==> src/hw/rtl/crv_pkg.sv <==
// ============================================================================
// crv_pkg: shared types, constants and functions of the CORDIC block
// ----------------------------------------------------------------------------
// Datapath widths, the pipeline payload structure, the post-correction codes
// and the constant functions that derive the angle constants at elaboration.
// ============================================================================
package crv_pkg;

  // Width of the external Q3.28 fields.
  localparam int IO_W = 31;
  // Internal datapath width; holds the grown vector and every angle sum.
  localparam int DW = 34;
  // Width of the final correction arithmetic, before saturation.
  localparam int FW = 36;
  // Low part of the split gain multiply.
  localparam int GAIN_LO_W = 17;

  // pi with 60 fraction bits.
  localparam logic [63:0] PI_Q60 = 64'h3243F6A8885A308D;
  // round(0.6072529350 * 2^31).
  localparam logic [30:0] GAIN_Q31 = 31'd1304065748;

  localparam logic signed [FW-1:0] OUT_MAX = 36'sd1073741823;
  localparam logic signed [FW-1:0] OUT_MIN = -36'sd1073741824;

  // Correction applied after the gain stage.
  typedef enum logic [1:0] {
    FIX_NONE     = 2'd0,
    FIX_NEGATE   = 2'd1,
    FIX_ADD_HALF = 2'd2,
    FIX_SUB_HALF = 2'd3
  } fix_e;

  // State that travels along the row of micro-rotation cells.
  typedef struct packed {
    logic                   rotate;
    fix_e                   fix;
    logic signed [DW-1:0]   x;
    logic signed [DW-1:0]   y;
    logic signed [DW-1:0]   z;
    logic signed [DW-1:0]   theta;
  } stage_t;

  // Gain-corrected result ahead of the final correction.
  typedef struct packed {
    fix_e                   fix;
    logic signed [DW-1:0]   x;
    logic signed [DW-1:0]   y;
    logic signed [DW-1:0]   z;
  } post_t;

  // Rounds a Q.60 constant to nearest at the given number of fraction bits.
  function automatic logic [63:0] q60_round(input logic [63:0] v, input int unsigned frac);
    int unsigned sh;
    sh = 60 - frac;
    return (v + (64'd1 << (sh - 1))) >> sh;
  endfunction

  // Numerator 2^(60 - i*(2k+1)) of one arctangent series term, or zero once
  // the term falls below the Q.60 resolution.
  function automatic logic [63:0] atan_num(input int unsigned i, input int unsigned k);
    int unsigned p;
    p = i * (2 * k + 1);
    if (p > 60) begin
      return 64'd0;
    end
    return 64'd1 << (60 - p);
  endfunction

  // Clamps a correction result to the 31-bit output range.
  function automatic logic signed [IO_W-1:0] sat_out(input logic signed [FW-1:0] v);
    if (v > OUT_MAX) begin
      return OUT_MAX[IO_W-1:0];
    end
    if (v < OUT_MIN) begin
      return OUT_MIN[IO_W-1:0];
    end
    return v[IO_W-1:0];
  endfunction

endpackage

==> src/hw/rtl/crv_post.sv <==
// ============================================================================
// crv_post: CORDIC gain correction
// ----------------------------------------------------------------------------
// Multiplies x and y by the inverse CORDIC gain in two stages: split partial
// products first, then the rounded recombination.
// ============================================================================
module crv_post (
  input  logic             clk_i,
  input  logic             rst_ni,
  input  logic             en_i,
  input  logic             valid_i,
  input  crv_pkg::stage_t  data_i,
  output logic             valid_o,
  output crv_pkg::post_t   data_o
);

  localparam int W   = crv_pkg::DW;
  localparam int LW  = crv_pkg::GAIN_LO_W;
  localparam int HW  = W - LW;
  localparam int PLW = LW + 31;
  localparam int PHW = HW + 32;
  localparam int TW  = W + 33;

  logic signed [W-1:0]   lane_in [2];
  logic [PLW-1:0]        plo_d [2];
  logic [PLW-1:0]        plo_q [2];
  logic signed [PHW-1:0] phi_d [2];
  logic signed [PHW-1:0] phi_q [2];
  logic signed [TW-1:0]  tot [2];
  logic signed [TW-1:0]  res [2];

  crv_pkg::fix_e         fix_a_q;
  logic signed [W-1:0]   z_a_q;
  logic                  valid_a_q;
  crv_pkg::post_t        data_b_d, data_b_q;
  logic                  valid_b_q;

  assign lane_in[0] = data_i.x;
  assign lane_in[1] = data_i.y;

  for (genvar l = 0; l < 2; l++) begin : g_lane
    logic [LW-1:0]        lo;
    logic signed [HW-1:0] hi;

    assign lo       = lane_in[l][LW-1:0];
    assign hi       = lane_in[l][W-1:LW];
    assign plo_d[l] = lo * crv_pkg::GAIN_Q31;
    assign phi_d[l] = hi * $signed({1'b0, crv_pkg::GAIN_Q31});

    // v * gain + 2^30, then an arithmetic shift by 31.
    assign tot[l] = (TW'(phi_q[l]) <<< LW) + $signed(TW'(plo_q[l]))
                  + (TW'(1) <<< 30);
    assign res[l] = tot[l] >>> 31;

    always_ff @(posedge clk_i) begin
      if (en_i) begin
        plo_q[l] <= plo_d[l];
        phi_q[l] <= phi_d[l];
      end
    end
  end

  always_comb begin
    data_b_d.fix = fix_a_q;
    data_b_d.z   = z_a_q;
    data_b_d.x   = res[0][W-1:0];
    data_b_d.y   = res[1][W-1:0];
  end

  always_ff @(posedge clk_i or negedge rst_ni) begin
    if (!rst_ni) begin
      valid_a_q <= 1'b0;
      valid_b_q <= 1'b0;
    end else if (en_i) begin
      valid_a_q <= valid_i;
      valid_b_q <= valid_a_q;
    end
  end

  always_ff @(posedge clk_i) begin
    if (en_i) begin
      fix_a_q  <= data_i.fix;
      z_a_q    <= data_i.z;
      data_b_q <= data_b_d;
    end
  end

  assign valid_o = valid_b_q;
  assign data_o  = data_b_q;

endmodule

==> config.mk <==
export PLATFORM = sky130hd
export DESIGN_NAME = crv_post
export DESIGN_NICKNAME = d
export VERILOG_FILES = /design/src/hw/rtl/crv_pkg.sv /design/src/hw/rtl/crv_post.sv
export SDC_FILE = /design/constraint.sdc
export NUM_CORES = 2
export LEC_CHECK = 0
export BUFFER_PORTS_ARGS = -buffer_cell sky130_fd_sc_hd__buf_4
export CORE_MARGIN = 10
export CORE_UTILIZATION = 30
export CTS_CLUSTER_DIAMETER = 40
export DETAILED_ROUTE_END_ITERATION = 12
export GPL_TIMING_DRIVEN = 0
export PLACE_DENSITY_LB_ADDON = 0.05
export SYNTH_ARGS = -nofsm -noshare
export SYNTH_HDL_FRONTEND = slang
export SYNTH_SLANG_ARGS = --single-unit
export TNS_END_PERCENT = 10
==> constraint.sdc <==
create_clock -name clk_i -period 4.41 [get_ports clk_i]
set_input_delay 0.441 -clock clk_i [delete_from_list [all_inputs] [get_ports clk_i]]
set_output_delay 0.441 -clock clk_i [all_outputs]
set_load 0.01 [all_outputs]
==> reports/metrics.yaml <==
worst_setup_path:
  critPathArrivalTime_ps: 6210
  critPathRequiredTime_ps: 4840
  cp_max_fo: 5
  ff2ff_setup_slack_ps: 470
  critPathLaunchType: "input port"
  path_class: "in2reg"
  end_kind: "register"
yosys:
  synth_common_cells: "inv_1, fa_1, ha_1"
  synth_cell_types: 72
  synth_area_um2: 45600
  ys_seq_area_share_pct: 19.2
  syn_avg_cell_area_um2: 10.8
  synth_top_area_cell: "fa_1"
  synth.net_count: 5867
  synthArstFlopShare_pct: 0.685
  yosysMostFrequentCell: "inv_1"
  synth_enable_flop_cells: 290
  synth_seq_cells: 292
  yosysWarnings: 0
  synthCells: 4201
  ys.flop_type: "edfxtp_1"
  synth_area_leaders: "fa_1, ha_1, edfxtp_1"
  synth_top_area_share_pct: 33.9
floorplanning:
  die_h_um: 410
  initial_core_util_pct: 30.3
  rows: 142
  ios: 248
  core-area_um2: 150000
  die_x_um: 410
  dieArea_um2: 168000
hold_path:
  hold_path.class: "in2reg"
sta:
  skew_ps: 47.0
  finalCritPeriodShare_pct: 131
  fmax_ghz: 0.173
  hold_viol_final: 0
  worst_pin_slew_ps: 697
  setup_viol: 118
  layout_setup_ws_ps: -1370
  finalSetupTns_ps: -93570
  finalMaxSlewViolations: 0
  rsz0062_at_grt: "yes"
  finalWorstPathRequiredPeriod_ps: 5780
  relSlewSlack_pct: 53.3
flow_run:
  drv_cap: 0
drt:
  drtAntennaViolNets: 0
  viasPerCell: 4.43
  num_vias: 29600
  drc: 0
  drt-total-wl_mm: 135
  drt-pass1-iter-count: 5
  wire_per_inst_um: 20.2
  drt-initial-drc-count: 1088
finish:
  area_delta_synth_final_pct: 22.9
  fillers: 15100
  nNetsFinal: 6286
  final_util_pct: 37.2
  drive_gt1_share_pct: 18.5
status:
  status: "finished, violations left"
  violations: "setup timing"
cts:
  cts.reportedPaths.clkPinSlew_ps: 60
  cts_buffer_depth: 3
  cts_tree: "done"
  numClockSinks: 292
  numCtsBuffers: 58
  cts_root_buf: "clkbuf_16"
  h-tree-depth: 2
  clk_latency_ps: 660
grt:
  grt_use_total_pct: 16.2
  grt.overflow.total: 0
  grt_pass1_wl_mm: 208
  grt_antenna_before_repair: 9
  grt_start_max_net_pins: 100
  grt_pass1_vias: 33600
placed_design:
  gp_congestion: 0.852
  dp_hpwl_mm: 118
  dp_slack_ps: -3260
  io_buffers: 212
worst max-delay path: stages:
cell and delay [ps]:
buf_12 110, fa_2 560, inv_2 40, fa_2 520, inv_2 50, fa_1 540, inv_2 40, fa_1 540
fa_1 450, fa_1 530, inv_2 40, ha_4 260, nand4_1 150, nor4_4 430, nor3_4 70, buf_4 150
nor3_4 270, o211ai_1 150, buf_4 170, a31oi_4 170, buf_6 130, a21oi_4 60, xnor2_4 310
registers in the layout (all words and copies together), names as in the netlist:
name / flops
data_o: 104
fix_a_q: 2
phi_q: 92
plo_q: 58
valid_a_q: 1
valid_o: 1
z_a_q: 34
cell usage in the layout (no fill, tap or decap), types with 58 or more instances in the layout:
| cell type | Yosys | routed |
|---|---|---|
| a21o_1 | 122 | 121 |
| a21oi_1 | 190 | 142 |
| buf_4 | 1 | 268 |
| clkbuf_16 | 0 | 58 |
| edfxtp_1 | 290 | 290 |
| fa_1 | 772 | 715 |
| ha_1 | 751 | 651 |
| ha_4 | 0 | 86 |
| inv_1 | 1191 | 1126 |
| inv_2 | 0 | 58 |
| nand2_1 | 107 | 97 |
| nor2_1 | 90 | 83 |
| xnor2_1 | 122 | 106 |
| xor2_1 | 77 | 67 |
path summary, 6_finish.rpt:
kind                         startpoint            to  cells after the start
min in group asynchronous        rst_ni     valid_a_q                      2
max reg2reg                phi_q[0][49]    data_o[62]                     13
min                             valid_i     valid_a_q                      2
max                         data_i[108]  plo_q[0][41]                     23
min reg2reg                  fix_a_q[0]   data_o[102]                      0
max in group asynchronous        rst_ni       valid_o                      2
what timing repair did:
item,in CTS,in global routing
setup endpoints to repair,123,122
hold buffers,37,0
gates resized for setup,379,192
pin swaps,134,125
buffers inserted,66,46
hold endpoints to repair,38,0
metrics by stage:
| step | std cells | area (um2) | hold slack (ps) |
|---|---|---|---|
| 6_report | 6682 | 56000 | 59.4 |
| 3_5_place_dp | 6433 | 50100 | 226 |
| 2_1_floorplan | 4201 | 45900 | 145 |
| 3_3_place_gp | 6429 | 50000 | 225 |
| 4_1_cts | 6639 | 54900 | 9.46 |
| 5_1_grt | 6681 | 56000 | 28.8 |
kinds of logic (layout without fill, tap and decap cells):
group,count (synthesis),after routing,synth area share (%)
compound gates,551,551,7.76
xor+xnor,199,199,3.82
fa+ha+maj,1523,1523,54.5
buf+inv,1223,1687,10.1
flops,292,292,19.2
mux,2,2,0.0494
other cells,0,1,0
simple gates,411,411,4.53
area by class of cell:
| type | instances | area, um2 | area share [%] |
|---|---|---|---|
| clock buffer | 59 | 1460 | 2.60 |
| tap | 2016 | 2520 | 4.50 |
| buffer | 26 | 124 | 0.221 |
| antenna | 1 | 2.50 | 0.00447 |
| inverter | 1191 | 4490 | 8.02 |
| clock inverter | 46 | 561 | 1.00 |
| sequential | 292 | 8760 | 15.6 |
| timing repair buffer | 365 | 3240 | 5.78 |
| multi-input combinational | 2686 | 34900 | 62.2 |
per-layer routing:
metal	up-vias	GRT usage, %	wire, um
li1	14300	-	-
met1	14800	21.5	61900
met2	387	28.2	66300
met3	121	1.74	3720
met4	2	3.88	3230
met5	-	0	7
Power is not shown: default switching activity piles up to over one toggle a cycle in this logic, so the estimate is an artifact.
