--- src/hw/rtl/crv_pkg.sv ---
// ============================================================================
// crv_pkg: shared types, constants and functions of the CORDIC block
// ----------------------------------------------------------------------------
// Datapath widths, the pipeline payload structure, the post-correction codes
// and the constant functions that derive the angle constants at elaboration.
// ============================================================================
package crv_pkg;

  // Width of the external Q3.28 fields.
  localparam int IO_W = 31;
  // Internal datapath width; holds the grown vector and every angle sum.
  localparam int DW = 34;
  // Width of the final correction arithmetic, before saturation.
  localparam int FW = 36;
  // Low part of the split gain multiply.
  localparam int GAIN_LO_W = 17;

  // pi with 60 fraction bits.
  localparam logic [63:0] PI_Q60 = 64'h3243F6A8885A308D;
  // round(0.6072529350 * 2^31).
  localparam logic [30:0] GAIN_Q31 = 31'd1304065748;

  localparam logic signed [FW-1:0] OUT_MAX = 36'sd1073741823;
  localparam logic signed [FW-1:0] OUT_MIN = -36'sd1073741824;

  // Correction applied after the gain stage.
  typedef enum logic [1:0] {
    FIX_NONE     = 2'd0,
    FIX_NEGATE   = 2'd1,
    FIX_ADD_HALF = 2'd2,
    FIX_SUB_HALF = 2'd3
  } fix_e;

  // State that travels along the row of micro-rotation cells.
  typedef struct packed {
    logic                   rotate;
    fix_e                   fix;
    logic signed [DW-1:0]   x;
    logic signed [DW-1:0]   y;
    logic signed [DW-1:0]   z;
    logic signed [DW-1:0]   theta;
  } stage_t;

  // Gain-corrected result ahead of the final correction.
  typedef struct packed {
    fix_e                   fix;
    logic signed [DW-1:0]   x;
    logic signed [DW-1:0]   y;
    logic signed [DW-1:0]   z;
  } post_t;

  // Rounds a Q.60 constant to nearest at the given number of fraction bits.
  function automatic logic [63:0] q60_round(input logic [63:0] v, input int unsigned frac);
    int unsigned sh;
    sh = 60 - frac;
    return (v + (64'd1 << (sh - 1))) >> sh;
  endfunction

  // Numerator 2^(60 - i*(2k+1)) of one arctangent series term, or zero once
  // the term falls below the Q.60 resolution.
  function automatic logic [63:0] atan_num(input int unsigned i, input int unsigned k);
    int unsigned p;
    p = i * (2 * k + 1);
    if (p > 60) begin
      return 64'd0;
    end
    return 64'd1 << (60 - p);
  endfunction

  // Clamps a correction result to the 31-bit output range.
  function automatic logic signed [IO_W-1:0] sat_out(input logic signed [FW-1:0] v);
    if (v > OUT_MAX) begin
      return OUT_MAX[IO_W-1:0];
    end
    if (v < OUT_MIN) begin
      return OUT_MIN[IO_W-1:0];
    end
    return v[IO_W-1:0];
  endfunction

endpackage

--- src/hw/rtl/crv_pre.sv ---
// ============================================================================
// crv_pre: quadrant folding stage
// ----------------------------------------------------------------------------
// Folds the rotation angle into [-pi/2, pi/2] or pre-rotates a vector with
// negative x by 90 degrees, and registers the start state of the cell row.
// ============================================================================
module crv_pre #(
  parameter int FRAC_BITS = 28
) (
  input  logic                             clk_i,
  input  logic                             rst_ni,
  input  logic                             en_i,
  input  logic                             valid_i,
  input  logic                             operation_i,
  input  logic signed [crv_pkg::IO_W-1:0]  vec_x_i,
  input  logic signed [crv_pkg::IO_W-1:0]  vec_y_i,
  input  logic signed [crv_pkg::IO_W-1:0]  angle_i,
  output logic                             valid_o,
  output crv_pkg::stage_t                  data_o
);

  localparam int W  = crv_pkg::DW;
  localparam int EW = crv_pkg::DW - crv_pkg::IO_W;
  localparam logic signed [W-1:0] PI      =
    W'(crv_pkg::q60_round(crv_pkg::PI_Q60, FRAC_BITS));
  localparam logic signed [W-1:0] HALF_PI =
    W'(crv_pkg::q60_round(crv_pkg::PI_Q60 >> 1, FRAC_BITS));

  logic signed [W-1:0] x, y, th;
  crv_pkg::stage_t     data_d, data_q;
  logic                valid_q;

  assign x  = $signed({{EW{vec_x_i[crv_pkg::IO_W-1]}}, vec_x_i});
  assign y  = $signed({{EW{vec_y_i[crv_pkg::IO_W-1]}}, vec_y_i});
  assign th = $signed({{EW{angle_i[crv_pkg::IO_W-1]}}, angle_i});

  always_comb begin
    data_d.rotate = operation_i;
    data_d.fix    = crv_pkg::FIX_NONE;
    data_d.x      = x;
    data_d.y      = y;
    data_d.z      = '0;
    data_d.theta  = th;
    if (operation_i) begin
      if (th < -HALF_PI || th > HALF_PI) begin
        data_d.theta = th[W-1] ? th + PI : th - PI;
        data_d.fix   = crv_pkg::FIX_NEGATE;
      end
    end else if (x[W-1]) begin
      if (!y[W-1]) begin
        data_d.x   = y;
        data_d.y   = -x;
        data_d.fix = crv_pkg::FIX_ADD_HALF;
      end else begin
        data_d.x   = -y;
        data_d.y   = x;
        data_d.fix = crv_pkg::FIX_SUB_HALF;
      end
    end
  end

  always_ff @(posedge clk_i or negedge rst_ni) begin
    if (!rst_ni) begin
      valid_q <= 1'b0;
    end else if (en_i) begin
      valid_q <= valid_i;
    end
  end

  always_ff @(posedge clk_i) begin
    if (en_i) begin
      data_q <= data_d;
    end
  end

  assign valid_o = valid_q;
  assign data_o  = data_q;

endmodule

--- config.mk ---
export PLATFORM = sky130hd
export DESIGN_NAME = crv_pre
export DESIGN_NICKNAME = d
export VERILOG_FILES = /design/src/hw/rtl/crv_pkg.sv /design/src/hw/rtl/crv_pre.sv
export SDC_FILE = /design/constraint.sdc
export NUM_CORES = 1
export LEC_CHECK = 0
export BUFFER_PORTS_ARGS = -buffer_cell sky130_fd_sc_hd__buf_4
export CAP_MARGIN = 10
export CORE_MARGIN = 2
export CORE_UTILIZATION = 55
export DETAILED_ROUTE_END_ITERATION = 8
export GPL_TIMING_DRIVEN = 0
export PLACE_DENSITY = 0.85
export SYNTH_ARGS = -nofsm -noshare
export SYNTH_HDL_FRONTEND = slang
export SYNTH_SLANG_ARGS = --single-unit
export TNS_END_PERCENT = 100
--- constraint.sdc ---
create_clock -name clk_i -period 1.18 [get_ports clk_i]
set_input_delay 0.059 -clock clk_i [delete_from_list [all_inputs] [get_ports clk_i]]
set_output_delay 0.059 -clock clk_i [all_outputs]
set_load 0.01 [all_outputs]
==> summary.md <==
| Metric | Value |
|---|---|
| Met3 WL post-DR | between 3 and 4 mm |
| Post-synthesis instance area | about 7800 um2 |
| Synthesis-stage register bit count | between 100 and 150 |
| Initial standard-cell utilization of the core | 56.1% |
| Mean post-synth cell area | roughly 9.4 um2 |
| FP Rows | 43 |
| Highest net fanout along the worst path | 8 |
| Number of maximum-capacitance constraint violations | 0 |
| TritonCTS clock tree | yes |
| Top cell types by occurrence after synthesis | edfxtp_1 (103), nand2_1 (102), o21ai_0 (87), nor2_1 (54), a21oi_1 (46) |
| Outcome | complete, but fails checks |
| Buffer depth of the longest clock path | 2 |
| Reg-to-reg critical path startpoint | valid_o |
| Crit path setup slack, layout | -1.18 ns |
| Height of the die | ~120 um |
| Highest metal layer with signal wires | met4 |
| Share of the yosys chip area belonging to registers | roughly two fifths |
| Worst-path clk slew | ~0.070 ns |
| Post-Syn Instances | about 820 |
| Total cell area at the placement stage | a little under 10000 um2 |
| Hold Violations, Final | 0 |
| Initial antenna violation count | 0 |
| Area leader, netlist | edfxtp_1 |
| Post-Route Skew | 0 ns |
| Maximum clock frequency | approximately 420 MHz |
| Static Leak | about 5 nW |
| Number of buffers created by CTS | 9 |
| Main area contributors after synthesis | edfxtp_1 (40%), o21ai_0 (5.6%), ha_1 (5.2%), nand2_1 (4.9%), xor2_1 (4.7%) |
| Final HPWL DP | between 15 and 20 mm |
| Count of pins over their slew limit | 0 |
| Routed vias | ~8400 |
| Layout filler cell count | around 740 |
| Diode count | 0 |
| Number of stages on the worst setup path | 10 |
| Average via count per standard cell | 6.38 |
| Fraction of synthesized cell area taken by the top area cell type | 39.9% |
| Startpoint of the tightest hold check path | vec_y_i[25] |
| Remaining routing DRC violations | 0 |
| Total die area | 15100 um2 |
| Hold Path Class | primary input to register |
| EDFF count, synth | 103 |
| Required time at the worst-slack endpoint | ~1.3 ns |
| Share of post-route cells with drive strength above 1 | approximately 42% |
| Antenna Nets Post-Route | 0 |
| Cell at the slowest stage of the critical path | or4_4 |
| Num Clock Sinks | around 100 |
| Reg-to-Reg End | valid_o |
| Violation count after the first detailed-routing iteration | around 1200 |
| Time the worst path needs with I/O delays and setup | approximately 2.4 ns |
| Final Instance Area | roughly 12000 um2 |
| Core Footprint | roughly 14000 um2 |
| Worst path arrival time | 2.47 ns |
| Top-count cell post-synth | edfxtp_1 |
| Total power of the final layout | 12.2 mW |
| Post-synthesis to final-layout area growth | 49.8% |
| Hold Path Sink | data_o[93] |
| Power per cell area | ~1000 nW/um2 |
| Family of cells with the greatest summed delay on the critical path | simple AND/OR/NAND/NOR gates |
| Unrepaired setup endpoints after global routing | true |
| Slack of the worst reg-to-reg path | ~0.43 ns |
| Horizontal extent of the die | 123 um |
| Cells traversed along the worst timing path | buf_8 -> or4_4 -> nor3_4 -> nand3_4 -> or4_4 -> a211oi_4 -> a311oi_4 -> buf_12 -> buf_8 -> mux2_4 |
| Detailed Route WL | approximately 30 mm |
| Post-synth top flop | edfxtp_1 |
| Final net count | around 1300 |
| Worst IR drop on VDD | between 700 and 800 uV |
| Hold_ws | around 0.014 ns |
| Number of distinct library cell variants in the gate-level netlist after synthesis | 68 |
| Cells on worst reg2reg path | 1 |
| M1 wire length | roughly 9.9 mm |
| Fin crit share | 200% |
| Largest net degree at the start of global routing | 105 |
| Overall Global Routing Usage | around 34% |
| Final setup vio count | 79 |
| YS warnings | 0 |
| Wire length of the first global-routing pass | between 30 and 40 mm |
| Gpl congestion | approximately 0.97 |
| Endpoint kind of the worst setup timing path | register |
| Violated checks | negative setup slack |
| Vias in the first global route | about 7700 |
| Worst hold path stage count | 3 |
| Number of buffer and inverter stages on the critical path | 3 |
| Detailed-routing iteration count for the pre-antenna-repair pass | 7 |
| Delay of the slowest critical-path stage | between 0.5 and 0.6 ns |
| Clock latency of the later-clocked register in the worst-skew pair | 0.36 ns |
| Boundary Pins | between 200 and 250 |
| Fraction of registers with async set or reset after synthesis | less than 1% |
| Least-Margin Pin Slew | 1.03 ns |
| Level count of the clock H-tree | 3 |
| Sort of element at the start of the critical path | primary input |
| Slew HR | around a third |
| Buffer type at the clock tree root | clkbuf_16 |
| Overflow after GRT | 0 |
| Detailed-route wire length per cell | 23.0 um |
| Critical path start-end classification | primary input to register |
| Quantity of I/O buffers inserted on ports | about 200 |
| Met2 wire length | about 15 mm |
cell type report:
type,instances,area (um2),area share [%]
multi-input combinational,658,5160,44.4
sequential,104,3120,26.9
timing repair buffer,266,2270,19.5
buffer,70,464,4.00
clock buffer,10,229,1.97
tap,180,225,1.94
inverter,18,92.6,0.797
clock inverter,5,56.3,0.485
power by group:
part	internal, mW	total, mW	switching [mW]
registers	4.55	4.69	0.142
clock network	1.64	3.13	1.49
logic	2.02	4.34	2.32
metal layers:
| metal | vias up | GRT usage (%) |
|---|---|---|
| met2 | 709 | 58.2 |
| met1 | 3916 | 38.0 |
| met3 | 191 | 7.11 |
| li1 | 3554 | - |
| met5 | - | 0 |
| met4 | 0 | 22.1 |
stage by stage:
step / TNS, ns / setup WS [ns] / cells / utilization, %
floorplan: -55.96 / -1.23 / 856 / -
global placement: -133.65 / -2.35 / 1237 / 71.5
detailed placement: -139.71 / -2.37 / 1237 / 71.5
CTS: -53.25 / -1.19 / 1294 / 80.1
global route: -59.83 / -1.21 / 1311 / 84.0
finish: -56.91 / -1.18 / 1311 / 84.0
layout by cell type (no fill, tap or decap), types with 7 or more instances in the layout:
| master | count |
|---|---|
| o21ai_1 | 46 |
| nand2_1 | 93 |
| conb_1 | 34 |
| mux2_4 | 20 |
| a31oi_1 | 7 |
| clkbuf_16 | 10 |
| a21o_1 | 23 |
| a21oi_1 | 34 |
| nand2_2 | 8 |
| inv_1 | 14 |
| nor3_1 | 9 |
| xnor2_1 | 35 |
| nor2_4 | 7 |
| buf_8 | 11 |
| o21ai_0 | 26 |
| buf_4 | 257 |
| buf_6 | 28 |
| edfxtp_1 | 103 |
| a21oi_2 | 10 |
| nand2b_1 | 7 |
| nor2_1 | 39 |
| nand4_1 | 9 |
| clkbuf_1 | 19 |
| o21ai_2 | 14 |
| ha_1 | 21 |
| o211ai_1 | 7 |
| nand3_1 | 10 |
| xor2_1 | 42 |
| ha_4 | 9 |
| nor2_2 | 8 |
registers in the layout, indices dropped and copies added (netlist names):
signal and count:
valid_o 1, data_o 103
logic make-up (layout without fill, tap and decap cells):
logic type	count (synthesis)	in the layout	share of synthesized area (%)
AO/OA/AOI/OAI	225	225	18.0
AND/OR/NAND/NOR	260	260	16.1
multiplexers	26	26	4.70
buffers and inverters	94	369	6.51
XOR/XNOR	80	80	9.04
flip-flops	104	104	40.2
other	1	34	0.0484
adder cells (fa/ha/maj)	33	33	5.42
timing repair:
item,in CTS,in global routing
setup buffers,35,27
hold buffers,5,0
pin swaps,40,55
cloned,3,1
endpoints found under the setup margin,90,89
resized for setup,149,89
endpoints found under the hold margin,4,0
worst max-delay path by stage:
stage                       to        start
floorplan           data_o[10]  angle_i[19]
global route        data_o[24]  angle_i[19]
global placement    data_o[32]  angle_i[30]
CTS                 data_o[24]  angle_i[19]
detailed placement  data_o[32]  angle_i[30]
finish              data_o[24]  angle_i[19]
No activity file was read; power rests on OpenSTA's default activity.
