**config.mk**
```make
export PLATFORM = sky130hd
export DESIGN_NAME = crv_cell
export DESIGN_NICKNAME = d
export VERILOG_FILES = /design/src/hw/rtl/crv_pkg.sv /design/src/hw/rtl/crv_cell.sv
export SDC_FILE = /design/constraint.sdc
export NUM_CORES = 1
export LEC_CHECK = 0
export BUFFER_PORTS_ARGS = -buffer_cell sky130_fd_sc_hd__buf_4
export CAP_MARGIN = 5
export CORE_MARGIN = 2
export CORE_UTILIZATION = 35
export DETAILED_ROUTE_END_ITERATION = 6
export PLACE_DENSITY_LB_ADDON = 0.2
export SYNTH_ARGS = -nofsm -noshare
export SYNTH_HDL_FRONTEND = slang
export SYNTH_SLANG_ARGS = --single-unit
```
**constraint.sdc**
```tcl
create_clock -name clk_i -period 1.9 [get_ports clk_i]
set_input_delay 0.285 -clock clk_i [delete_from_list [all_inputs] [get_ports clk_i]]
set_output_delay 0.285 -clock clk_i [all_outputs]
set_load 0.005 [all_outputs]
```
**src/hw/rtl/crv_pkg.sv**
```systemverilog
// ============================================================================
// crv_pkg: shared types, constants and functions of the CORDIC block
// ----------------------------------------------------------------------------
// Datapath widths, the pipeline payload structure, the post-correction codes
// and the constant functions that derive the angle constants at elaboration.
// ============================================================================
package crv_pkg;

  // Width of the external Q3.28 fields.
  localparam int IO_W = 31;
  // Internal datapath width; holds the grown vector and every angle sum.
  localparam int DW = 34;
  // Width of the final correction arithmetic, before saturation.
  localparam int FW = 36;
  // Low part of the split gain multiply.
  localparam int GAIN_LO_W = 17;

  // pi with 60 fraction bits.
  localparam logic [63:0] PI_Q60 = 64'h3243F6A8885A308D;
  // round(0.6072529350 * 2^31).
  localparam logic [30:0] GAIN_Q31 = 31'd1304065748;

  localparam logic signed [FW-1:0] OUT_MAX = 36'sd1073741823;
  localparam logic signed [FW-1:0] OUT_MIN = -36'sd1073741824;

  // Correction applied after the gain stage.
  typedef enum logic [1:0] {
    FIX_NONE     = 2'd0,
    FIX_NEGATE   = 2'd1,
    FIX_ADD_HALF = 2'd2,
    FIX_SUB_HALF = 2'd3
  } fix_e;

  // State that travels along the row of micro-rotation cells.
  typedef struct packed {
    logic                   rotate;
    fix_e                   fix;
    logic signed [DW-1:0]   x;
    logic signed [DW-1:0]   y;
    logic signed [DW-1:0]   z;
    logic signed [DW-1:0]   theta;
  } stage_t;

  // Gain-corrected result ahead of the final correction.
  typedef struct packed {
    fix_e                   fix;
    logic signed [DW-1:0]   x;
    logic signed [DW-1:0]   y;
    logic signed [DW-1:0]   z;
  } post_t;

  // Rounds a Q.60 constant to nearest at the given number of fraction bits.
  function automatic logic [63:0] q60_round(input logic [63:0] v, input int unsigned frac);
    int unsigned sh;
    sh = 60 - frac;
    return (v + (64'd1 << (sh - 1))) >> sh;
  endfunction

  // Numerator 2^(60 - i*(2k+1)) of one arctangent series term, or zero once
  // the term falls below the Q.60 resolution.
  function automatic logic [63:0] atan_num(input int unsigned i, input int unsigned k);
    int unsigned p;
    p = i * (2 * k + 1);
    if (p > 60) begin
      return 64'd0;
    end
    return 64'd1 << (60 - p);
  endfunction

  // Clamps a correction result to the 31-bit output range.
  function automatic logic signed [IO_W-1:0] sat_out(input logic signed [FW-1:0] v);
    if (v > OUT_MAX) begin
      return OUT_MAX[IO_W-1:0];
    end
    if (v < OUT_MIN) begin
      return OUT_MIN[IO_W-1:0];
    end
    return v[IO_W-1:0];
  endfunction

endpackage

```
**src/hw/rtl/crv_cell.sv**
```systemverilog
// ============================================================================
// crv_cell: one CORDIC micro-rotation
// ----------------------------------------------------------------------------
// Shifts by its stage index, adds or subtracts the stage's arctangent and
// hands the registered state to the next cell.
// ============================================================================
module crv_cell #(
  parameter int STAGE     = 0,
  parameter int FRAC_BITS = 28
) (
  input  logic             clk_i,
  input  logic             rst_ni,
  input  logic             en_i,
  input  logic             valid_i,
  input  crv_pkg::stage_t  data_i,
  output logic             valid_o,
  output crv_pkg::stage_t  data_o
);

  localparam int W = crv_pkg::DW;

  // Arctangent of 2^-STAGE in Q.60 from its power series.
  localparam logic [63:0] ATAN_Q60 = (STAGE == 0) ? (crv_pkg::PI_Q60 >> 2) :
      crv_pkg::atan_num(STAGE, 0) / 64'd1   - crv_pkg::atan_num(STAGE, 1) / 64'd3
    + crv_pkg::atan_num(STAGE, 2) / 64'd5   - crv_pkg::atan_num(STAGE, 3) / 64'd7
    + crv_pkg::atan_num(STAGE, 4) / 64'd9   - crv_pkg::atan_num(STAGE, 5) / 64'd11
    + crv_pkg::atan_num(STAGE, 6) / 64'd13  - crv_pkg::atan_num(STAGE, 7) / 64'd15
    + crv_pkg::atan_num(STAGE, 8) / 64'd17  - crv_pkg::atan_num(STAGE, 9) / 64'd19
    + crv_pkg::atan_num(STAGE, 10) / 64'd21 - crv_pkg::atan_num(STAGE, 11) / 64'd23
    + crv_pkg::atan_num(STAGE, 12) / 64'd25 - crv_pkg::atan_num(STAGE, 13) / 64'd27
    + crv_pkg::atan_num(STAGE, 14) / 64'd29 - crv_pkg::atan_num(STAGE, 15) / 64'd31
    + crv_pkg::atan_num(STAGE, 16) / 64'd33 - crv_pkg::atan_num(STAGE, 17) / 64'd35
    + crv_pkg::atan_num(STAGE, 18) / 64'd37 - crv_pkg::atan_num(STAGE, 19) / 64'd39
    + crv_pkg::atan_num(STAGE, 20) / 64'd41 - crv_pkg::atan_num(STAGE, 21) / 64'd43
    + crv_pkg::atan_num(STAGE, 22) / 64'd45 - crv_pkg::atan_num(STAGE, 23) / 64'd47
    + crv_pkg::atan_num(STAGE, 24) / 64'd49 - crv_pkg::atan_num(STAGE, 25) / 64'd51
    + crv_pkg::atan_num(STAGE, 26) / 64'd53 - crv_pkg::atan_num(STAGE, 27) / 64'd55
    + crv_pkg::atan_num(STAGE, 28) / 64'd57 - crv_pkg::atan_num(STAGE, 29) / 64'd59;

  localparam logic signed [W-1:0] ATAN = W'(crv_pkg::q60_round(ATAN_Q60, FRAC_BITS));

  logic signed [W-1:0] x, y, z, theta, dx, dy;
  logic                clockwise_n;
  crv_pkg::stage_t     data_d, data_q;
  logic                valid_q;

  assign x     = data_i.x;
  assign y     = data_i.y;
  assign z     = data_i.z;
  assign theta = data_i.theta;
  assign dx    = y >>> STAGE;
  assign dy    = x >>> STAGE;

  // Rotation mode steers z toward theta; vectoring mode drives y to zero.
  assign clockwise_n = data_i.rotate ? (z < theta) : y[W-1];

  always_comb begin
    data_d = data_i;
    if (clockwise_n) begin
      data_d.x = x - dx;
      data_d.y = y + dy;
      data_d.z = z + ATAN;
    end else begin
      data_d.x = x + dx;
      data_d.y = y - dy;
      data_d.z = z - ATAN;
    end
  end

  always_ff @(posedge clk_i or negedge rst_ni) begin
    if (!rst_ni) begin
      valid_q <= 1'b0;
    end else if (en_i) begin
      valid_q <= valid_i;
    end
  end

  always_ff @(posedge clk_i) begin
    if (en_i) begin
      data_q <= data_d;
    end
  end

  assign valid_o = valid_q;
  assign data_o  = data_q;

endmodule

```
==> results_tabular.tex, run 1 <==
\begin{tabular}{lr}
\hline
Metric & Value \\
\hline
\multicolumn{2}{l}{\textbf{Run status}} \\
\quad Outcome & finished with violations \\
\quad Failing checks & setup timing \\
\multicolumn{2}{l}{\textbf{Final layout}} \\
\quad Net count reported at finish & 2466 \\
\quad Cell area after layout & 21870 um2 \\
\quad Number of fill cells & 3021 \\
\quad Core utilization of the finished layout & 0.6134 \\
\quad Area used by multi-input combinational logic & 9467 um2 \\
\quad Number of antenna cells inserted & 0 \\
\quad Area of all sequential standard cells & 4169 um2 \\
\quad Layout overhead on the synthesized area & 71.89\% \\
\quad Proportion of layout cells with a drive suffix above 1 & 0.4934 \\
\multicolumn{2}{l}{\textbf{Routing}} \\
\quad Number of DRC markers in iteration 0 & 803 \\
\quad Average wire per standard cell & 18.29 um \\
\quad DR pass1 iterations & 5 \\
\quad DRC Markers & 0 \\
\quad Overall via count from detail\_route & 13780 \\
\quad Average vias per placed instance & 5.199 \\
\quad Post-DRT Antenna Nets & 0 \\
\quad Routed Wire Length & 48.47 mm \\
\multicolumn{2}{l}{\textbf{Global routing}} \\
\quad Global-route wire length before repair & 74.16 mm \\
\quad Vias in the first global route & 14040 \\
\quad Maximum number of pins on one net before global-route repair & 40 \\
\quad Number of antenna violations at the first check in global routing & 1 \\
\quad GRT Util Overall & 0.2469 \\
\quad Sum of overflow across all layers after global routing & 0 \\
\multicolumn{2}{l}{\textbf{Placement}} \\
\quad Global placer's final weighted congestion & 0.9160 \\
\quad Buffers on Ports & 282 \\
\quad Post-DP HPWL & 35.18 mm \\
\quad Worst slack after detailed placement & -2.593 ns \\
\quad Standard cell area after detailed placement & 18650 um2 \\
\multicolumn{2}{l}{\textbf{Synth}} \\
\quad Top cell type by total area after synthesis & sky130\_fd\_sc\_hd\_\_edfxtp\_1 \\
\quad Most numerous cell in the Yosys netlist & sky130\_fd\_sc\_hd\_\_a21oi\_1 \\
\quad Count of flip-flops with a built-in enable after synthesis & 138 \\
\quad Count of synthesis-stage warnings from yosys & 0 \\
\quad Syn nets & 1743 \\
\quad Post-synthesis cell type count & 82 \\
\quad Synth top area share & 0.3257 \\
\quad Top flip-flop cell by instance count after synthesis & sky130\_fd\_sc\_hd\_\_edfxtp\_1 \\
\quad Register bit total from synthesis & 139 \\
\quad Dominant cells by area after synthesis & sky130\_fd\_sc\_hd\_\_edfxtp\_1 (33\%), sky130\_fd\_sc\_hd\_\_ha\_1 (14\%), sky130\_fd\_sc\_hd\_\_a21oi\_1 (6.8\%) \\
\quad Synth Instances & 1453 \\
\quad Synth Cell Area & 12720 um2 \\
\quad Portion of the post-synthesis area used by sequential elements & 0.3276 \\
\quad Top cell types by occurrence after synthesis & sky130\_fd\_sc\_hd\_\_a21oi\_1 (174), sky130\_fd\_sc\_hd\_\_inv\_1 (155), sky130\_fd\_sc\_hd\_\_ha\_1 (144) \\
\quad Ys async rst share & 0.007194 \\
\quad Mean instance size in the synthesized netlist & 8.758 um2 \\
\multicolumn{2}{l}{\textbf{Setup path}} \\
\quad Worst reg-to-reg path cell count & 1 \\
\quad Slack of the worst reg-to-reg path & 1.16 ns \\
\quad Classification of the worst setup path & input port to register \\
\quad Worst path required time & 2.10 ns \\
\quad Worst stage delay on the critical path & 0.39 ns \\
\quad CP max stage cell & sky130\_fd\_sc\_hd\_\_or3\_4 \\
\quad CP cell instances & buf\_8 -> inv\_4 -> ha\_4 -> a211oi\_2 -> nand2\_1 -> or3\_4 -> a221oi\_4 -> nor3\_4 -> o21a\_4 -> inv\_8 -> buf\_12 -> ha\_4 -> a21o\_4 -> nand3\_2 -> a21oi\_2 -> a311oi\_2 -> o21ai\_1 -> a41o\_1 -> o311ai\_4 -> o211ai\_1 -> a31oi\_1 -> mux2i\_1 -> xor2\_1 \\
\quad Arrival time at the worst endpoint & 4.18 ns \\
\quad Crit path launch type & input port \\
\quad Reg-to-reg critical path startpoint & valid\_o \\
\quad Most frequent CP cell & sky130\_fd\_sc\_hd\_\_ha\_4 \\
\quad Setup crit end kind & register \\
\quad End of the worst register-to-register path & valid\_o \\
\quad CP max FO & 5 \\
\multicolumn{2}{l}{\textbf{Clock tree}} \\
\quad CTS root buf & sky130\_fd\_sc\_hd\_\_clkbuf\_16 \\
\quad Maximum buffer depth of the clock tree & 2 \\
\quad Htree depth & 4 \\
\quad Cts bufs inserted & 17 \\
\quad Clock Pin Slew Worst Setup and Hold Paths & 0.06 ns \\
\quad Clock tree from TritonCTS & built \\
\quad Worst skew pair latency & 0.44 ns \\
\quad Num Clock Sinks & 139 \\
\multicolumn{2}{l}{\textbf{STA}} \\
\quad Post-route setup slack & -2.084 ns \\
\quad Total count of hold-check failures in the final report & 0 \\
\quad Upper clock frequency limit & 251.0 MHz \\
\quad Number of pins exceeding their max-slew limit in the final report & 0 \\
\quad Final setup viols & 98 \\
\quad Final worst path period need & 3.984 ns \\
\quad RSZ-0062 raised after global routing & yes \\
\quad Crit share post-route & 2.097 \\
\quad Slew Limit Headroom & 0.6596 \\
\quad Accumulated negative setup slack & -101.52 ns \\
\quad Pin slew with the least headroom to its limit & 0.5068 ns \\
\quad Largest clock skew in the final design & 0 ns \\
\multicolumn{2}{l}{\textbf{Die}} \\
\quad Number of core rows & 69 \\
\quad Core Area & 35660 um2 \\
\quad Ports & 283 \\
\quad Height of the die & 194.7 um \\
\quad Full die area & 37900 um2 \\
\quad Initial core utilization & 0.3569 \\
\quad Horiz. Die Dim & 194.7 um \\
\multicolumn{2}{l}{\textbf{Power}} \\
\quad Overall Power & 15.46 mW \\
\quad Largest voltage drop on the vdd net & 694.2 uV \\
\quad Cell leakage power & 9.960 nW \\
\quad Power density over the cells & 706.9 nW/um2 \\
\multicolumn{2}{l}{\textbf{Worst hold path}} \\
\quad Worst min path class & input port to register \\
\quad Hold Path End & data\_o[16] \\
\quad Cell depth of the worst min-delay path & 1 \\
\quad Hold wc startpoint & data\_i[16] \\
\multicolumn{2}{l}{\textbf{Flow run}} \\
\quad Maximum capacitance violations & 0 \\
\hline
\end{tabular}
where the power goes:
part	internal (mW)	leakage, nW	switching (mW)	total (mW)
logic	3.90	8.29	3.57	7.47
clock network	2.31	0.303	1.44	3.75
registers	4.08	1.36	0.161	4.24
worst max-delay path by stage:
stage / startpoint / end / slack, ns / cells past startpoint
after global placement: data_i[3] / data_o[61] / -2.55 / 23
after global routing: data_i[16] / data_o[64] / -2.25 / 23
final: data_i[16] / data_o[64] / -2.08 / 23
after detailed placement: data_i[12] / data_o[61] / -2.59 / 22
after floorplan: data_i[29] / data_o[64] / -2.60 / 25
after CTS: data_i[16] / data_o[67] / -2.02 / 24
sequential cells by signal, summed over array words and instances, names as in the netlist:
name / cells
data_o: 138
valid_o: 1
cell families after synthesis:
kind of cell / after synthesis / synth area share
flip-flops: 139 / 0.3276
XOR/XNOR: 102 / 0.07021
adder cells (fa/ha/maj): 148 / 0.1471
AND/OR/NAND/NOR: 340 / 0.1301
AO/OA/AOI/OAI: 469 / 0.2347
buffers and inverters: 232 / 0.07178
multiplexers: 23 / 0.01849
critical path, delay by kind of cell:
kind | cells | cell delay, ns
mux | 1 | 0.24
compound gates | 11 | 2.20
xor+xnor | 1 | 0.09
simple gates | 4 | 0.65
buf+inv | 4 | 0.32
fa+ha+maj | 2 | 0.38
timing repair:
action / in CTS / in global routing
pin swaps: 94 / 130
endpoints found under the hold margin: 8 / 0
resized for setup: 210 / 174
hold buffers: 8 / 0
setup buffers: 50 / 23
endpoints found under the setup margin: 98 / 98
cloned: 7 / 3
area by class of cell:
cell class / instances / area share
well taps: 461 / 0.02637
clock buffers: 18 / 0.01962
clock inverters: 14 / 0.009153
inverters: 158 / 0.02917
repair buffers: 778 / 0.2923
flip-flops and latches: 139 / 0.1906
multi-input cells: 1082 / 0.4328
through the flow:
stage | instances | hold WS [ns]
final | 2650 | 0.01573
after detailed placement | 2544 | 0.06211
after global placement | 2544 | 0.06017
after global routing | 2650 | 0.007151
after floorplan | 1453 | -0.01059
after CTS | 2638 | 0.00004594
per-layer routing:
layer | vias up | wire length, um | track usage
met1 | 6597 | 21400 | 0.3189
met4 | 2 | 1391 | 0.09088
li1 | 6666 | - | -
met5 | - | 10 | 0
met3 | 74 | 2513 | 0.03922
met2 | 438 | 23150 | 0.4163
cells in the final DEF (no fill, tap or decap), types with 22 or more instances in the layout:
master / count
sky130_fd_sc_hd__buf_4: 710
sky130_fd_sc_hd__edfxtp_1: 138
sky130_fd_sc_hd__nor2_1: 97
sky130_fd_sc_hd__xnor2_1: 68
sky130_fd_sc_hd__ha_1: 111
sky130_fd_sc_hd__a21oi_2: 31
sky130_fd_sc_hd__o21bai_1: 33
sky130_fd_sc_hd__nand2_1: 75
sky130_fd_sc_hd__nor3_1: 22
sky130_fd_sc_hd__inv_1: 137
sky130_fd_sc_hd__buf_6: 33
sky130_fd_sc_hd__o21ai_2: 29
sky130_fd_sc_hd__o21ai_0: 38
sky130_fd_sc_hd__ha_4: 30
sky130_fd_sc_hd__a21oi_1: 128
sky130_fd_sc_hd__a21o_1: 33
No activity file was read; power rests on OpenSTA's default activity.
==> run 2: changes to the inputs <==
Clock period 1.9 ns to 3.2 ns, I/O delays scaled along.
==> run 2 against run 1 <==
Effect of this change:
- final area shrank 11%
- core utilization shrank 6.5 points
- via count shrank 5.4%
- sequential share of layout area grew 2.2 points
- clock skew is the same
- register-to-register slack gained 1.3 ns
- die area is the same
- critical path depth shrank 3
- hold slack gained 0.19 ns
- clock power shrank 42%
- the flow still finishes with violations (setup timing)
==> results_tabular.tex, run 2 (synthesis results as in run 1) <==
\begin{tabular}{lr}
\hline
Metric & Value \\
\hline
\multicolumn{2}{l}{\textbf{Routing}} \\
\quad Post-DRT Antenna Nets & 0 (unchanged) \\
\quad Routed Wire Length & 43.95 mm (-9.3\%) \\
\quad Number of DRC markers in iteration 0 & 788 (-1.9\%) \\
\quad DRC Markers & 0 (unchanged) \\
\quad Average vias per placed instance & 5.232 (+0.63\%) \\
\quad Overall via count from detail\_route & 13030 (-5.4\%) \\
\quad Average wire per standard cell & 17.64 um (-3.5\%) \\
\quad DR pass1 iterations & 5 (unchanged) \\
\multicolumn{2}{l}{\textbf{Run status}} \\
\quad Outcome & finished with violations \\
\quad Failing checks & setup timing \\
\multicolumn{2}{l}{\textbf{Setup path}} \\
\quad Worst path required time & 3.40 ns (+1.30 ns) \\
\quad Classification of the worst setup path & input port to register \\
\quad CP max FO & 6 (+1) \\
\quad Arrival time at the worst endpoint & 4.22 ns (+0.04 ns) \\
\quad Setup crit end kind & register \\
\quad Crit path launch type & input port \\
\multicolumn{2}{l}{\textbf{Global routing}} \\
\quad Global routing usage on met1 & 0.2959 (-0.02294) \\
\quad GR Layer Usage met3 & 0.03193 (-0.007288) \\
\quad GRT Util Overall & 0.2244 (-0.02244) \\
\quad Global-route wire length before repair & 67.99 mm (-8.3\%) \\
\quad Number of antenna violations at the first check in global routing & 0 (-1) \\
\quad GR peak layer & met2 \\
\quad Global routing usage on met2 & 0.3767 (-0.03956) \\
\quad Vias in the first global route & 13010 (-7.3\%) \\
\quad Maximum number of pins on one net before global-route repair & 53 (+33\%) \\
\quad Sum of overflow across all layers after global routing & 0 (unchanged) \\
\multicolumn{2}{l}{\textbf{Clock tree}} \\
\quad Num Clock Sinks & 139 (unchanged) \\
\quad Clock tree from TritonCTS & built \\
\quad Cts bufs inserted & 17 (unchanged) \\
\quad Htree depth & 4 (unchanged) \\
\quad CTS root buf & sky130\_fd\_sc\_hd\_\_clkbuf\_16 \\
\quad Maximum buffer depth of the clock tree & 2 (unchanged) \\
\quad Clock Pin Slew Worst Setup and Hold Paths & 0.07 ns (about the same) \\
\quad Worst skew pair latency & 0.45 ns (about the same) \\
\multicolumn{2}{l}{\textbf{Power}} \\
\quad Overall Power & 8.530 mW (-45\%) \\
\quad Largest voltage drop on the vdd net & 405.0 uV (-42\%) \\
\quad Cell leakage power & 8.868 nW (-11\%) \\
\quad Power density over the cells & 436.0 nW/um2 (-38\%) \\
\multicolumn{2}{l}{\textbf{STA}} \\
\quad Post-route setup slack & -0.8157 ns (+1.268 ns) \\
\quad Crit share post-route & 1.255 \\
\quad RSZ-0062 raised after global routing & yes \\
\quad Final worst path period need & 4.016 ns \\
\quad Pin slew with the least headroom to its limit & 0.5038 ns (-0.002987 ns) \\
\quad Final setup viols & 23 (-77\%) \\
\quad Upper clock frequency limit & 249.0 MHz \\
\quad Slew Limit Headroom & 0.6642 (+0.004591) \\
\quad Total count of hold-check failures in the final report & 0 (unchanged) \\
\quad Largest clock skew in the final design & 0 ns (unchanged) \\
\quad Number of pins exceeding their max-slew limit in the final report & 0 (unchanged) \\
\multicolumn{2}{l}{\textbf{Flow run}} \\
\quad Maximum capacitance violations & 0 (unchanged) \\
\multicolumn{2}{l}{\textbf{Die}} \\
\quad Horiz. Die Dim & 194.7 um (unchanged) \\
\quad Full die area & 37900 um2 (unchanged) \\
\quad Core Area & 35660 um2 (unchanged) \\
\quad Ports & 283 (unchanged) \\
\quad Height of the die & 194.7 um (unchanged) \\
\quad Initial core utilization & 0.3569 (unchanged) \\
\quad Number of core rows & 69 (unchanged) \\
\multicolumn{2}{l}{\textbf{Placement}} \\
\quad Global placer's final weighted congestion & 0.9326 (+1.8\%) \\
\quad Post-DP HPWL & 33.12 mm (-5.9\%) \\
\quad Buffers on Ports & 282 (unchanged) \\
\quad Standard cell area after detailed placement & 17640 um2 (-5.4\%) \\
\multicolumn{2}{l}{\textbf{Final layout}} \\
\quad Commonest cells after routing, fill and taps aside & sky130\_fd\_sc\_hd\_\_buf\_4 (578), sky130\_fd\_sc\_hd\_\_a21oi\_1 (153), sky130\_fd\_sc\_hd\_\_inv\_1 (142), sky130\_fd\_sc\_hd\_\_edfxtp\_1 (138), sky130\_fd\_sc\_hd\_\_ha\_1 (115) \\
\quad Number of antenna cells inserted & 0 (unchanged) \\
\quad Number of flip-flops under the largest register name & 138 (unchanged) \\
\quad Net count reported at finish & 2307 (-6.4\%) \\
\quad Most common cell after layout, fill and taps aside & sky130\_fd\_sc\_hd\_\_buf\_4 \\
\quad Cell area after layout & 19560 um2 (-11\%) \\
\quad Layout overhead on the synthesized area & 53.75\% \\
\quad Proportion of layout cells with a drive suffix above 1 & 0.4069 (-0.08648) \\
\multicolumn{2}{l}{\textbf{Worst hold path}} \\
\quad Worst min path class & input port to register \\
\hline
\end{tabular}
==> run 2: cell count changes in the layout (fill, tap and decap cells not counted), moves of 12 or more <==
cell,before,now
sky130_fd_sc_hd__a21oi_1,128,153
sky130_fd_sc_hd__a21oi_2,31,18
sky130_fd_sc_hd__a21oi_4,15,3
sky130_fd_sc_hd__buf_4,710,578
sky130_fd_sc_hd__o21ai_0,38,62
sky130_fd_sc_hd__o21ai_2,29,12
sky130_fd_sc_hd__xnor2_2,14,2
==> run 2: routing by layer <==
| layer | share of wire | wire [um] | vias to the layer above |
|---|---|---|---|
| li1 | - | - | 6345 |
| met1 | 0.45 | 19560 | 6136 |
| met2 | 0.48 | 20960 | 478 |
| met3 | 0.054 | 2388 | 73 |
| met4 | 0.024 | 1037 | 0 |
| met5 | 0 | 0 | - |
==> run 2: worst paths after layout <==
path / slack (ns) / cells after the start / end / start
min in group asynchronous: 0.34 / 2 / valid_o / rst_ni
worst min-delay path: 0.21 / 1 / data_o[16] / data_i[16]
worst max-delay path: -0.82 / 20 / data_o[61] / data_i[63]
worst min register to register: 0.52 / 1 / valid_o / valid_o
worst max register to register: 2.46 / 1 / valid_o / valid_o
max in group asynchronous: 2.78 / 2 / valid_o / rst_ni
==> run 2: per-stage QoR <==
step	TNS (ns)	utilization	hold slack [ns]	worst slack, ns	cells
floorplan	-30.60	-	0.1844	-1.494	1453
global placement	-46.37	0.4947	0.2549	-1.363	2418
detailed placement	-49.12	0.4947	0.2555	-1.430	2418
CTS	-13.60	0.5339	0.1862	-0.8191	2478
global route	-18.76	0.5487	0.1840	-0.9759	2491
finish	-15.03	0.5487	0.2071	-0.8157	2491
==> run 2: where the power goes <==
part	total (mW)	switching (mW)	internal, mW
Clock	2.19	0.848	1.34
Combinational	3.82	1.87	1.95
Sequential	2.52	0.0975	2.42
Total	8.53	2.81	5.72
==> run 2: cell type report <==
cell class / instances / area [um2]
Tap cell: 461 / 576.8
Timing Repair Buffer: 619 / 4918
Multi-Input combinational cell: 1082 / 8651
Clock inverter: 11 / 168.9
Inverter: 158 / 619.3
Fill cell: 3219 / 16090
Sequential cell: 139 / 4169
Clock buffer: 21 / 460.4
==> run 2: what timing repair did <==
item | in CTS | in global routing
pin swaps | 46 | 55
resized for setup | 103 | 94
setup endpoints to repair | 48 | 48
setup buffers | 29 | 14
endpoints found under the hold margin | 1 | 0
cloned | 1 | 1
hold buffers | 1 | 0
==> run 2: critical path: stages <==
cell and delay (ns):
sky130_fd_sc_hd__buf_4 0.13, sky130_fd_sc_hd__ha_4 0.26, sky130_fd_sc_hd__nand4_1 0.16, sky130_fd_sc_hd__or4_4 0.58, sky130_fd_sc_hd__nor3_4 0.22, sky130_fd_sc_hd__o21a_4 0.18, sky130_fd_sc_hd__inv_8 0.06, sky130_fd_sc_hd__buf_4 0.14
sky130_fd_sc_hd__buf_6 0.12, sky130_fd_sc_hd__buf_6 0.12, sky130_fd_sc_hd__ha_4 0.26, sky130_fd_sc_hd__nand3_2 0.07, sky130_fd_sc_hd__or2_2 0.33, sky130_fd_sc_hd__nor4b_4 0.23, sky130_fd_sc_hd__buf_4 0.16, sky130_fd_sc_hd__nor4_4 0.04
sky130_fd_sc_hd__buf_4 0.16, sky130_fd_sc_hd__o32ai_2 0.26, sky130_fd_sc_hd__a21oi_1 0.12, sky130_fd_sc_hd__xnor2_1 0.14
==> run 3: changes to the inputs <==
Settings changed: ABC_AREA from default to 1.
Clock period 3.2 ns to 4 ns, I/O delays scaled along.
==> run 3 against run 2 <==
Effect of this change:
- the flow now finishes without violations
- register-to-register slack better by 0.75 ns
- power is 26% lower
- sequential share of layout area grew 2.2 points
- clock skew unchanged
- critical path type unchanged
==> results_tabular.tex, run 3 <==
\begin{tabular}{lr}
\hline
Metric & Value \\
\hline
\multicolumn{2}{l}{\textbf{Synth}} \\
\quad Synth Instances & 1978 (+36\%) \\
\quad Count of synthesis-stage warnings from yosys & 0 (unchanged) \\
\quad Synth Cell Area & 13910 um2 (+9.4\%) \\
\quad Post-synthesis cell type count & 50 (-39\%) \\
\quad Syn nets & 2268 (+30\%) \\
\quad Register bit total from synthesis & 139 (unchanged) \\
\quad Portion of the post-synthesis area used by sequential elements & 0.2996 (-0.02802) \\
\quad Top cell type by total area after synthesis & sky130\_fd\_sc\_hd\_\_edfxtp\_1 \\
\quad Most numerous cell in the Yosys netlist & sky130\_fd\_sc\_hd\_\_nand2\_1 \\
\quad Top cell types by occurrence after synthesis & sky130\_fd\_sc\_hd\_\_nand2\_1 (458), sky130\_fd\_sc\_hd\_\_inv\_1 (353), sky130\_fd\_sc\_hd\_\_a21oi\_1 (180), sky130\_fd\_sc\_hd\_\_nor2\_1 (180), sky130\_fd\_sc\_hd\_\_o21ai\_0 (161) \\
\quad Mean instance size in the synthesized netlist & 7.035 um2 (-20\%) \\
\quad Dominant cells by area after synthesis & sky130\_fd\_sc\_hd\_\_edfxtp\_1 (30\%), sky130\_fd\_sc\_hd\_\_ha\_1 (13\%), sky130\_fd\_sc\_hd\_\_nand2\_1 (12\%) \\
\quad Ys async rst share & 0.007194 (unchanged) \\
\quad Top flip-flop cell by instance count after synthesis & sky130\_fd\_sc\_hd\_\_edfxtp\_1 \\
\quad Synth top area share & 0.2978 (-0.02785) \\
\quad Count of flip-flops with a built-in enable after synthesis & 138 (unchanged) \\
\multicolumn{2}{l}{\textbf{Clock tree}} \\
\quad CTS root buf & sky130\_fd\_sc\_hd\_\_clkbuf\_16 \\
\quad Num Clock Sinks & 139 (unchanged) \\
\quad Worst skew pair latency & 0.45 ns (about the same) \\
\quad Htree depth & 4 (unchanged) \\
\quad Clock Pin Slew Worst Setup and Hold Paths & 0.07 ns (about the same) \\
\quad Clock tree from TritonCTS & built \\
\quad Number of buffers added for setup after CTS & 0 (-100\%) \\
\quad Maximum buffer depth of the clock tree & 2 (unchanged) \\
\quad Cts bufs inserted & 17 (unchanged) \\
\multicolumn{2}{l}{\textbf{Power}} \\
\quad Power density over the cells & 356.0 nW/um2 (-18\%) \\
\quad Largest voltage drop on the vdd net & 341.2 uV (-16\%) \\
\quad Overall Power & 6.319 mW (-26\%) \\
\quad Cell leakage power & 9.078 nW (+2.4\%) \\
\multicolumn{2}{l}{\textbf{Global routing}} \\
\quad Vias in the first global route & 13780 (+5.9\%) \\
\quad Global-route wire length before repair & 76.90 mm (+13\%) \\
\quad Number of antenna violations at the first check in global routing & 0 (unchanged) \\
\quad Sum of overflow across all layers after global routing & 0 (unchanged) \\
\quad GRT Util Overall & 0.2430 (+0.01858) \\
\quad Maximum number of pins on one net before global-route repair & 84 (+58\%) \\
\multicolumn{2}{l}{\textbf{Routing}} \\
\quad Max layer used & met4 \\
\quad Post-DRT Antenna Nets & 0 (unchanged) \\
\quad Met3 wire len & 2.392 mm (+0.17\%) \\
\quad Length of routed wiring on met1 & 21.91 mm (+12\%) \\
\quad Routed Wire Length & 50.69 mm (+15\%) \\
\quad Overall via count from detail\_route & 13980 (+7.2\%) \\
\quad Wire length on met2 & 24.96 mm (+19\%) \\
\quad Average wire per standard cell & 17.77 um (+0.70\%) \\
\quad DRC Markers & 0 (unchanged) \\
\quad Number of DRC markers in iteration 0 & 850 (+7.9\%) \\
\quad DR pass1 iterations & 5 (unchanged) \\
\quad Average vias per placed instance & 4.899 (-6.4\%) \\
\multicolumn{2}{l}{\textbf{Placement}} \\
\quad Post-DP HPWL & 43.32 mm (+31\%) \\
\quad Global placer's final weighted congestion & 0.9791 (+5.0\%) \\
\quad Buffers on Ports & 282 (unchanged) \\
\quad Cell count after placement & 2820 (+17\%) \\
\quad Worst slack after detailed placement & -0.1028 ns (+1.327 ns) \\
\multicolumn{2}{l}{\textbf{Worst hold path}} \\
\quad Worst min path class & input port to register \\
\multicolumn{2}{l}{\textbf{STA}} \\
\quad Total count of hold-check failures in the final report & 0 (unchanged) \\
\quad RSZ-0062 raised after global routing & no \\
\quad Largest clock skew in the final design & 0 ns (unchanged) \\
\quad Hold\_ws & 0.3173 ns (+0.1102 ns) \\
\quad Post-route setup slack & 0.3790 ns (+1.195 ns) \\
\quad Crit share post-route & 0.9052 \\
\quad Slew Limit Headroom & 0.4485 (-0.2156) \\
\quad Final worst path period need & 3.621 ns \\
\quad Pin slew with the least headroom to its limit & 0.8272 ns (+0.3234 ns) \\
\quad Final setup viols & 0 (-100\%) \\
\quad Accumulated negative setup slack & 0 ns (+15.03 ns) \\
\quad Upper clock frequency limit & 276.2 MHz \\
\quad Number of pins exceeding their max-slew limit in the final report & 0 (unchanged) \\
\multicolumn{2}{l}{\textbf{Final layout}} \\
\quad Number of standard cells in the final layout excluding fillers & 2853 (+15\%) \\
\quad Number of flip-flops under the largest register name & 138 (unchanged) \\
\quad Most common cell after layout, fill and taps aside & sky130\_fd\_sc\_hd\_\_nand2\_1 \\
\quad Net count reported at finish & 2605 (+13\%) \\
\quad Number of antenna cells inserted & 0 (unchanged) \\
\quad Layout overhead on the synthesized area & 27.57\% \\
\quad Proportion of layout cells with a drive suffix above 1 & 0.1967 (-0.2102) \\
\quad Commonest cells after routing, fill and taps aside & sky130\_fd\_sc\_hd\_\_nand2\_1 (458), sky130\_fd\_sc\_hd\_\_buf\_4 (360), sky130\_fd\_sc\_hd\_\_inv\_1 (353), sky130\_fd\_sc\_hd\_\_nor2\_1 (180), sky130\_fd\_sc\_hd\_\_a21oi\_1 (180) \\
\multicolumn{2}{l}{\textbf{Die}} \\
\quad Height of the die & 203.4 um (+4.5\%) \\
\quad Core Area & 39460 um2 (+11\%) \\
\quad Horiz. Die Dim & 203.4 um (+4.5\%) \\
\quad Number of core rows & 73 (+5.8\%) \\
\quad Full die area & 41370 um2 (+9.2\%) \\
\quad Initial core utilization & 0.3526 (-0.004235) \\
\quad Ports & 283 (unchanged) \\
\multicolumn{2}{l}{\textbf{Run status}} \\
\quad Outcome & completed \\
\multicolumn{2}{l}{\textbf{Flow run}} \\
\quad Maximum capacitance violations & 0 (unchanged) \\
\multicolumn{2}{l}{\textbf{Setup path}} \\
\quad Arrival time at the worst endpoint & 3.83 ns (-0.39 ns) \\
\quad Crit path launch type & input port \\
\quad CP max FO & 18 (+12) \\
\quad Slack of the worst reg-to-reg path & 3.21 ns (+0.75 ns) \\
\quad Worst path required time & 4.21 ns (+0.81 ns) \\
\quad Setup crit end kind & register \\
\quad Classification of the worst setup path & input port to register \\
\hline
\end{tabular}
-- run 3: where the power goes --
part / switching [mW] / total [mW] / leakage, nW / internal [mW]
logic: 1.57 / 2.59 / 7.41 / 1.02
registers: 0.0770 / 1.99 / 1.36 / 1.91
clock network: 0.729 / 1.74 / 0.312 / 1.01
-- run 3: worst max-delay path: stages --
cell and delay (ns):
sky130_fd_sc_hd__buf_4 0.08, sky130_fd_sc_hd__inv_1 0.03, sky130_fd_sc_hd__ha_1 0.32, sky130_fd_sc_hd__nand2_1 0.08, sky130_fd_sc_hd__nor2_1 0.21, sky130_fd_sc_hd__nand4_1 0.16, sky130_fd_sc_hd__nor3_1 0.17, sky130_fd_sc_hd__buf_4 0.15
sky130_fd_sc_hd__nand2_1 0.09, sky130_fd_sc_hd__nand2_1 0.10, sky130_fd_sc_hd__nand2_1 0.09, sky130_fd_sc_hd__nand3_4 0.08, sky130_fd_sc_hd__nand2_4 0.17, sky130_fd_sc_hd__buf_4 0.21, sky130_fd_sc_hd__ha_1 0.29, sky130_fd_sc_hd__inv_1 0.12
sky130_fd_sc_hd__o21ai_0 0.13, sky130_fd_sc_hd__inv_1 0.07, sky130_fd_sc_hd__nand2_1 0.09, sky130_fd_sc_hd__nand2_1 0.09, sky130_fd_sc_hd__nand2_1 0.07, sky130_fd_sc_hd__a21oi_1 0.21, sky130_fd_sc_hd__nand2_1 0.09, sky130_fd_sc_hd__nand2_1 0.06
sky130_fd_sc_hd__nand2_1 0.05
-- run 3: worst paths after layout --
path / startpoint / endpoint / cells past startpoint
setup / recovery: data_i[25] / data_o[67] / 25
hold / removal: data_i[137] / data_o[137] / 1
setup reg to reg: valid_o / valid_o / 1
hold reg to reg: valid_o / valid_o / 1
max in group asynchronous: rst_ni / valid_o / 2
min in group asynchronous: rst_ni / valid_o / 2
-- run 3: metal layers --
| layer | up-vias | global-route usage |
|---|---|---|
| met3 | 68 | 0.02589 |
| met5 | - | 0 |
| met4 | 0 | 0.08029 |
| met2 | 415 | 0.4300 |
| met1 | 6463 | 0.3082 |
| li1 | 7030 | - |
-- run 3: timing repair --
action / CTS / global route
endpoints found under the hold margin: 1 / 0
resized for setup: 0 / 0
hold buffers: 1 / 0
endpoints found under the setup margin: 0 / 0
-- run 3: through the flow --
stage          cell area (um2)  utilization
2_1_floorplan            13910            -
5_1_grt                  17750       0.4499
3_3_place_gp             17110       0.4337
6_report                 17750       0.4499
3_5_place_dp             17110       0.4337
4_1_cts                  17750       0.4499
-- run 3: kinds of logic (layout without fill, tap and decap cells) --
group,after synthesis,in the layout,share of synthesized area
AND/OR/NAND/NOR,786,786,0.2365
buffers and inverters,410,760,0.1147
AO/OA/AOI/OAI,399,399,0.1541
adder cells (fa/ha/maj),147,147,0.1338
flip-flops,139,139,0.2996
XOR/XNOR,96,96,0.06043
multiplexers,1,1,0.0008092
-- run 3: final cells by class --
| class | count | area, um2 |
|---|---|---|
| clock buffers | 17 | 425.4 |
| clock inverters | 15 | 203.9 |
| fillers | 4109 | 21710 |
| inverters | 363 | 1363 |
| multi-input cells | 1429 | 8149 |
| flip-flops and latches | 139 | 4169 |
| well taps | 525 | 656.9 |
| repair buffers | 365 | 2784 |
